--- config.mk ---
export PLATFORM = sky130hd
export DESIGN_NAME = tpc_scan
export DESIGN_NICKNAME = d
export VERILOG_FILES = /design/src/rtl/tpc_pkg.sv /design/src/rtl/tpc_scan.sv
export SDC_FILE = /design/constraint.sdc
export NUM_CORES = 1
export LEC_CHECK = 0
export ABC_AREA = 1
export BUFFER_PORTS_ARGS = -buffer_cell sky130_fd_sc_hd__buf_2
export CAP_MARGIN = 20
export CORE_MARGIN = 3
export CORE_UTILIZATION = 40
export CTS_CLUSTER_SIZE = 10
export DETAILED_ROUTE_END_ITERATION = 8
export PLACE_DENSITY_LB_ADDON = 0.2
export SKIP_CTS_REPAIR_TIMING = 1
export SYNTH_ARGS = -nofsm -noshare
export SYNTH_HDL_FRONTEND = slang
export SYNTH_SLANG_ARGS = --single-unit
--- constraint.sdc ---
create_clock -name clk -period 1.8 [get_ports clk]
set_input_delay 0.36 -clock clk [delete_from_list [all_inputs] [get_ports clk]]
set_output_delay 0.36 -clock clk [all_outputs]
set_load 0.05 [all_outputs]
--- src/rtl/tpc_pkg.sv ---
// ---------------------------------------------------------------------------
// tpc_pkg - shared types and constants for the token pair counter
// Opcodes, sequencer states, scan status and scan control.
// ---------------------------------------------------------------------------
package tpc_pkg;

	localparam int TPC_TABLE_DEPTH = 1024;
	localparam int TPC_ID_BITS     = 16;
	localparam int TPC_COUNT_BITS  = 20;

	localparam logic [1:0] OP_CONTINUE = 2'd0;
	localparam logic [1:0] OP_RESTART  = 2'd1;
	localparam logic [1:0] OP_CLEAR    = 2'd2;

	typedef enum logic [1:0] {
		ST_IDLE,
		ST_SEARCH,
		ST_UPDATE,
		ST_FINISH
	} state_t;

	typedef struct packed {
		logic hit;
		logic miss;
	} scan_status_t;

	typedef struct packed {
		logic start;
		logic active;
	} scan_ctrl_t;

endpackage

--- src/rtl/tpc_scan.sv ---
// ---------------------------------------------------------------------------
// tpc_scan - linear key search unit
// Steps one table entry per cycle and compares each stored key.
// ---------------------------------------------------------------------------
module tpc_scan #(
	parameter int TABLE_DEPTH = 1024,
	parameter int ID_BITS     = 16,
	localparam int AW         = (TABLE_DEPTH > 1) ? $clog2(TABLE_DEPTH) : 1,
	localparam int UW         = $clog2(TABLE_DEPTH + 1)
) (
	input  logic                  clk,
	input  logic                  arst_n,
	input  tpc_pkg::scan_ctrl_t   ctrl,
	input  logic [UW-1:0]         used,
	input  logic [2*ID_BITS-1:0]  key,
	input  logic [2*ID_BITS-1:0]  rd_key,
	output logic                  rd_en,
	output logic [AW-1:0]         rd_addr,
	output logic [AW-1:0]         hit_idx,
	output tpc_pkg::scan_status_t status
);
	import tpc_pkg::*;

	logic [UW-1:0] idx_q;
	logic          vld_s1;
	logic [AW-1:0] idx_s1;
	logic          issue;
	logic          match;

	assign issue   = ctrl.active && (idx_q < used);
	assign rd_en   = issue;
	assign rd_addr = idx_q[AW-1:0];
	assign match   = vld_s1 && (rd_key == key);
	assign hit_idx = idx_s1;

	always_comb begin
		status.hit  = ctrl.active && match;
		status.miss = ctrl.active && !match && !(idx_q < used);
	end

	always_ff @(posedge clk or negedge arst_n) begin
		if (!arst_n) begin
			idx_q  <= '0;
			vld_s1 <= 1'b0;
		end else if (ctrl.start) begin
			idx_q  <= '0;
			vld_s1 <= 1'b0;
		end else begin
			if (issue) begin
				idx_q <= idx_q + UW'(1);
			end
			vld_s1 <= issue;
		end
	end

	always_ff @(posedge clk) begin
		if (issue) begin
			idx_s1 <= idx_q[AW-1:0];
		end
	end

endmodule
### Yosys cells after proc, flatten, opt, wreduce, memory -nomap -nowiden

Index checks and enable logic that the tools add are counted.

| storage, ports and cells | value |
|---|---|
| register bits | 22 |
| input port bits | 79 |
| logic and storage cells | 17 |

| cells by class | value |
|---|---|
| multiplexer cells | 3 |
| eq/ne operators | 1 |
| reductions and logical operators | 8 |
| add/sub/neg operators | 1 |
| $lt $le $gt $ge | 1 |

Operator list:

| cell | count |
|---|---|
| equality test 32 bit | 1 |
| two-way mux 11 bit | 2 |
| adder 11 x 1 -> 11 bit, second input constant | 1 |
| less-than comparator 11 bit | 1 |
| logical AND 1 bit | 5 |
| logical NOT 1 bit | 2 |
| nonzero test 2 bit | 1 |
| two-way mux 1 bit | 1 |

### Logic depth before layout (Yosys ltp)

Gate-level depths: netlist of the first run.

| logic depth | value |
|---|---|
| depth in word-level cells | 5 |
| depth in mapped cells | 11 |
| mapped depth without buffers | 11 |

### Worst setup path after synthesis of the first run

No wires, ideal clock.

| timing | value |
|---|---|
| path kind | input -> output |
| from | input key[31] |
| to | output status[1] (netlist bit) |
| cell stages on the path | 4 |
| setup slack | -0.424 ns |
| arrival time | 1.864 ns |
| path buffers | 0 |
| cells stage by stage | xor2_1 -> nor3_1 -> nand3_1 -> nor3_1 |

RTL lines:

| what | RTL line | text |
|---|---|---|
| from (decl) | tpc_scan.sv:15 | `input logic [2*ID_BITS-1:0] key,` |
| to (decl) | tpc_scan.sv:20 | `output tpc_pkg::scan_status_t status` |

### Final worst setup path of the first run

| timing | value |
|---|---|
| from | register idx_q[10] |
| to | output rd_en |

| on the way | value |
|---|---|
| word-level cells in the longest chain between the ends | 2 |

Ends and longest elaborated chain:

| what | RTL line | text |
|---|---|---|
| from (decl) | tpc_scan.sv:24 | `logic [UW-1:0] idx_q;` |
| from (signal assigned) | tpc_scan.sv:50 | `idx_q <= idx_q + UW'(1);` |
| less-than comparator 11 bit | tpc_scan.sv:30 | `assign issue = ctrl.active && (idx_q < used);` |
| logical AND 1 bit | tpc_scan.sv:30 |  |
| to (decl) | tpc_scan.sv:17 | `output logic rd_en,` |

Every way passes these cells.

==> flow_summary.toml, run 1 <==
[final_layout]
final_cell_area_um2 = 2900
nFillCells = 461
drive_gt1_frac = 0.374
fin_nets = 505
num_antenna_cells = 0
synthToLayoutAreaGrowth_pct = 45.7

[status]
status = "finished, violations left"
violations = "negative setup slack"

[logic_synthesis]
syn-instance-count = 301
ys_ff_latch = 22
ys_top_cells_by_area = "nand2_1 (19%), dfrtp_1 (15%), edfxtp_1 (15%)"
yosys_warnings = 0
syn-num-nets = 391
avgSynthCellArea_um2 = 6.62
synth_largest_area_cell = "nand2_1"
ys_types = 29
yosysSeqAreaShare = 0.301
syn_area_um2 = 1990
synth_top_area_share = 0.194

[route]
antenna_left = 0
wl_met3_um = 307
wl_per_cell_um = 11.0
wl_met1_um = 2400
num_vias = 2074
post-route-drc-count = 0
drt_iter0_markers = 57
drt_pre_antenna_iters = 4
met2_wirelength_um = 2540
highest_layer = "met4"
viasPerCell = 4.31
wl_um = 5290

[min_path]
min_from = "ctrl[1]"
hold_end = "idx_q[7]"
hold_depth = 4
min_path_type = "in2reg"

[worst_setup_path]
crit_fanout = 2
rr_endpoint = "idx_q[0]"
reg2reg_from = "idx_q[10]"
worst-setup-path-type = "reg2out"
worstPathRequired_ns = 1.44
reg2reg_depth = 11
endpoint_kind = "output pin"
crit_arrival_ns = 1.77
critPathLaunchType = "flip-flop"
r2r_slack_ns = -0.17

[power]
power_density_nw_per_um2 = 483
power_leakage_uw = 0.00174
peakVddDrop_v = 0.000372
power_uw = 1400

[clocking]
cts_sinks = 22
cts_buffers = 3
clkLatencyLatePin_ns = 0.27
cts-root-buf = "clkbuf_8"
htreeDepth = 1
cts_tree = "yes"
clk_pin_slew_ns = 0.08
cts.path.max_buffers = 2

[placement]
dp_hpwl_um = 4170
port_buffers = 101
routabilityCongestion = 0.789
dpl_cell_area_um2 = 2630

[timing]
fin_ws_ns = -0.332
maxSlewViolCount = 0
hold_viol = 0
fin_skew_ns = 0.00578
setup_violations = 14
tightest_slew_ns = 0.417
rsz0062_at_grt = "true"
slew_headroom = 0.722
period_minus_slack_ns = 2.13
finalCritPeriodShare = 1.18
max_freq_mhz = 469

[floorplan]
fp.dieH_um = 76.6
die_w_um = 76.6
ioPinCount = 102
start_util = 0.419
core_um2 = 4750
die_area_um2 = 5870
rows = 25

[global_routing]
grtUsageTotal = 0.169
grt_overflow = 0
grt_max_degree = 14
grt_pass1_vias = 1833
grt_pass1_wl_um = 8220
grt_antenna_before_repair = 0

[run]
maxCapViolations = 0
metrics by stage:
stage / worst slack, ns / setup TNS, ns / instances / utilization / hold WS (ns)
finish: -0.332 / -2.34 / 481 / 0.611 / 0.436
detailed placement: -0.236 / -2.16 / 470 / 0.552 / 0.267
global placement: -0.209 / -1.83 / 470 / 0.552 / 0.259
CTS: -0.454 / -1.19 / 474 / 0.567 / -0.0325
floorplan: -0.0270 / -0.0493 / 301 / - / 0.0644
global route: -0.432 / -4.07 / 481 / 0.611 / 0.455
power breakdown:
part	leakage, µW	switching (µW)	internal [µW]
clock network	0.0000357	171	297
registers	0.000267	4.61	541
logic	0.00144	221	168
total	0.00174	397	1010
sequential cells by signal, summed over array words and instances (netlist names):
| signal | flops |
|---|---|
| hit_idx | 10 |
| vld_s1 | 1 |
| idx_q | 11 |
worst max path at each step:
stage               startpoint         to  slack, ns  depth (start not counted)
floorplan             idx_q[5]      rd_en      -0.03                          8
global placement      used[10]  status[0]      -0.21                         11
detailed placement    used[10]  status[0]      -0.24                         11
CTS                  idx_q[10]  status[0]      -0.45                          9
global route          idx_q[8]  status[0]      -0.43                          9
finish               idx_q[10]      rd_en      -0.33                          8
kinds of logic after synthesis:
kind of cell / after synthesis / synth area share
flip-flops: 22 / 0.301
adder cells (fa/ha/maj): 11 / 0.0691
AND/OR/NAND/NOR: 170 / 0.374
AO/OA/AOI/OAI: 11 / 0.0301
buffers and inverters: 72 / 0.160
XOR/XNOR: 15 / 0.0659
synth_stat cells:
master	n
nand2_4	1
o21a_1	1
and2_1	1
nand3_2	1
xnor2_1	8
inv_1	59
nand4_1	2
nor3_4	1
buf_4	10
nor3_1	4
nor2_1	31
nand2_2	2
ha_1	11
nand4_4	1
dfrtp_1	12
a21oi_1	3
buf_6	1
edfxtp_1	10
inv_2	1
nand3_1	18
nor2_2	1
a21o_1	1
or2_2	2
xor2_1	7
o21ai_1	1
clkbuf_4	1
nand2_1	103
o21ai_0	5
nor2_4	2
metal layers:
layer,track usage,up-vias
met5,0,-
met4,0.0399,0
met3,0.0355,4
met2,0.267,57
met1,0.237,893
li1,-,1120
worst max-delay path: stages (launching register included):
cell	delay (ns)
dfrtp_1	0.39
ha_1	0.32
nand2_2	0.11
nor2_4	0.04
and2_4	0.15
nand2_4	0.07
nand4_4	0.17
inv_12	0.10
buf_8	0.14
layout by cell type, fill, tap and decap left out, types with 3 or more instances in the layout:
cell type	n
ha_4	4
xor2_1	7
nand2_4	4
buf_8	3
edfxtp_1	10
nor2_1	27
nand3_2	3
nor3_1	3
inv_1	59
buf_2	98
clkbuf_8	3
xnor2_1	8
nand2_1	99
buf_6	4
nand3_1	16
buf_4	14
dfrtp_1	11
nor2_4	4
nand2_2	3
nor2_2	3
ha_1	7
o21ai_0	5
final cells by class:
cell class                      instances  area (µm²)  area share
Clock buffer                            3        41.3      0.0142
Clock inverter                          1        30.0      0.0103
Inverter                               60         238      0.0819
Multi-Input combinational cell        207        1190       0.411
Sequential cell                        22         602       0.207
Tap cell                               67        83.8      0.0289
Timing Repair Buffer                  121         716       0.246
No activity file was read; power rests on OpenSTA's default activity.
==> run 2: changes to the inputs <==
==> constraint.sdc (replaced) <==
create_clock -name clk -period 1.8 [get_ports clk]
set_input_delay 0.09 -clock clk [delete_from_list [all_inputs] [get_ports clk]]
set_output_delay 0.09 -clock clk [all_outputs]
set_load 0.05 [all_outputs]
==> flow_summary.toml, run 2 (synthesized netlist as in run 1, its figures left out) <==
[status]
status = "finished, violations left"
violations = "negative setup slack"

[clocking]
clk_pin_slew_ns = 0.08
cts-root-buf = "clkbuf_8"
cts_buffers = 3
clkLatencyLatePin_ns = 0.26
cts_tree = "yes"
htreeDepth = 1
cts_sinks = 22
cts.path.max_buffers = 2

[final_layout]
fin_nets = 507
ff_latch_area_um2 = 602
largest_register_ffs = 11
drive_gt1_frac = 0.368
fin_cells = 483
final_cell_mix = "nand2_1 (99), buf_2 (99), inv_1 (59), nor2_1 (29), buf_4 (20)"
num_antenna_cells = 0
nFillCells = 462
fin_util = 0.595
multi_input_area_um2 = 1170
synthToLayoutAreaGrowth_pct = 42.0
regMostFlops = "idx_q"

[worst_setup_path]
worstPathRequired_ns = 1.71
crit_buf_inv = 2
slowest_delay_ns = 0.43
endpoint_kind = "output pin"
worst-setup-path-type = "reg2out"
critPathLaunchType = "flip-flop"
cp_top_family = "flip-flops"
crit_arrival_ns = 1.76
crit_path_cell_trace = "ha_4, a21o_1, nor2_4, nand4_4, inv_8, buf_8"
crit_fanout = 6
slowest_stage = "dfrtp_1"

[placement]
pre_cts_slack_ns = 0.00379
port_buffers = 101
placed_cells = 467
routabilityCongestion = 0.795
dp_hpwl_um = 4460

[timing]
whs_ns = 0.195
tightest_slew_ns = 0.382
max_freq_mhz = 542
finalCritPeriodShare = 1.03
fin_ws_ns = -0.0452
rsz0062_at_grt = "true"
hold_viol = 0
period_minus_slack_ns = 1.85
setup_violations = 6
maxSlewViolCount = 0
fin_skew_ns = 0.00177
slew_headroom = 0.745

[floorplan]
die_area_um2 = 5870
rows = 25
ioPinCount = 102
start_util = 0.419
fp.dieH_um = 76.6
die_w_um = 76.6
core_um2 = 4750

[route]
post-route-drc-count = 0
antenna_left = 0
viasPerCell = 4.41
wl_um = 5460
num_vias = 2130
drt_iter0_markers = 79
wl_per_cell_um = 11.3
drt_pre_antenna_iters = 4

[global_routing]
grtUsageTotal = 0.180
grt_pass1_vias = 1897
grt_max_degree = 13
grt_overflow = 0
grt_pass1_wl_um = 8660
grt_antenna_before_repair = 0

[power]
power_leakage_uw = 0.00172
power_density_nw_per_um2 = 435
power_uw = 1230
peakVddDrop_v = 0.000262

[run]
maxCapViolations = 0

[min_path]
min_path_type = "in2reg"
## run 2: cell type report
| cell class | count | share of cell area |
|---|---|---|
| multi-input combinational | 207 | 0.415 |
| timing repair buffer | 123 | 0.245 |
| sequential | 22 | 0.213 |
| inverter | 60 | 0.0822 |
| tap | 67 | 0.0296 |
| clock buffer | 3 | 0.0146 |
| clock inverter | 1 | 0.00133 |
## run 2: metal layers
metal  global-route usage  vias up  routed length (µm)
li1                     -     1131                   -
met1                0.227      931                2350
met2                0.326       60                2770
met3               0.0307        8                 268
met4               0.0272        0                  68
met5                    0        -                   0
## run 2: worst paths after layout
path	from	to	slack [ns]	cells after the start
setup reg to reg	idx_q[10]	idx_q[4]	-0.03	10
max in group asynchronous	arst_n	idx_q[6]	1.30	2
min in group asynchronous	arst_n	idx_q[5]	0.26	2
hold reg to reg	idx_q[0]	hit_idx[0]	0.59	0
hold / removal	ctrl[1]	idx_q[7]	0.20	4
setup / recovery	idx_q[10]	rd_en	-0.05	6
## run 2: worst reg2reg max path, cell delays in order, from the launching register on
cell     delay, ns
dfrtp_1       0.43
ha_4          0.29
nand2_2       0.07
a21oi_1       0.24
nor2_4        0.07
nand4_4       0.16
buf_4         0.15
buf_6         0.12
nand2_4       0.06
nand2_1       0.07
nand2_1       0.06
## run 2: power by group
group,leakage [µW],internal [µW],switching [µW],total (µW)
Clock,0.0000231,152,155,307
Combinational,0.00143,161,215,376
Sequential,0.000267,541,6.90,548
Total,0.00172,854,376,1230
## run 2: per-stage QoR
stage	TNS, ns	instance area [µm²]
final	-0.137	2830
after global routing	-1.04	2830
after CTS	-0.467	2630
after detailed placement	0	2580
after global placement	0	2580
after floorplan	0	2010
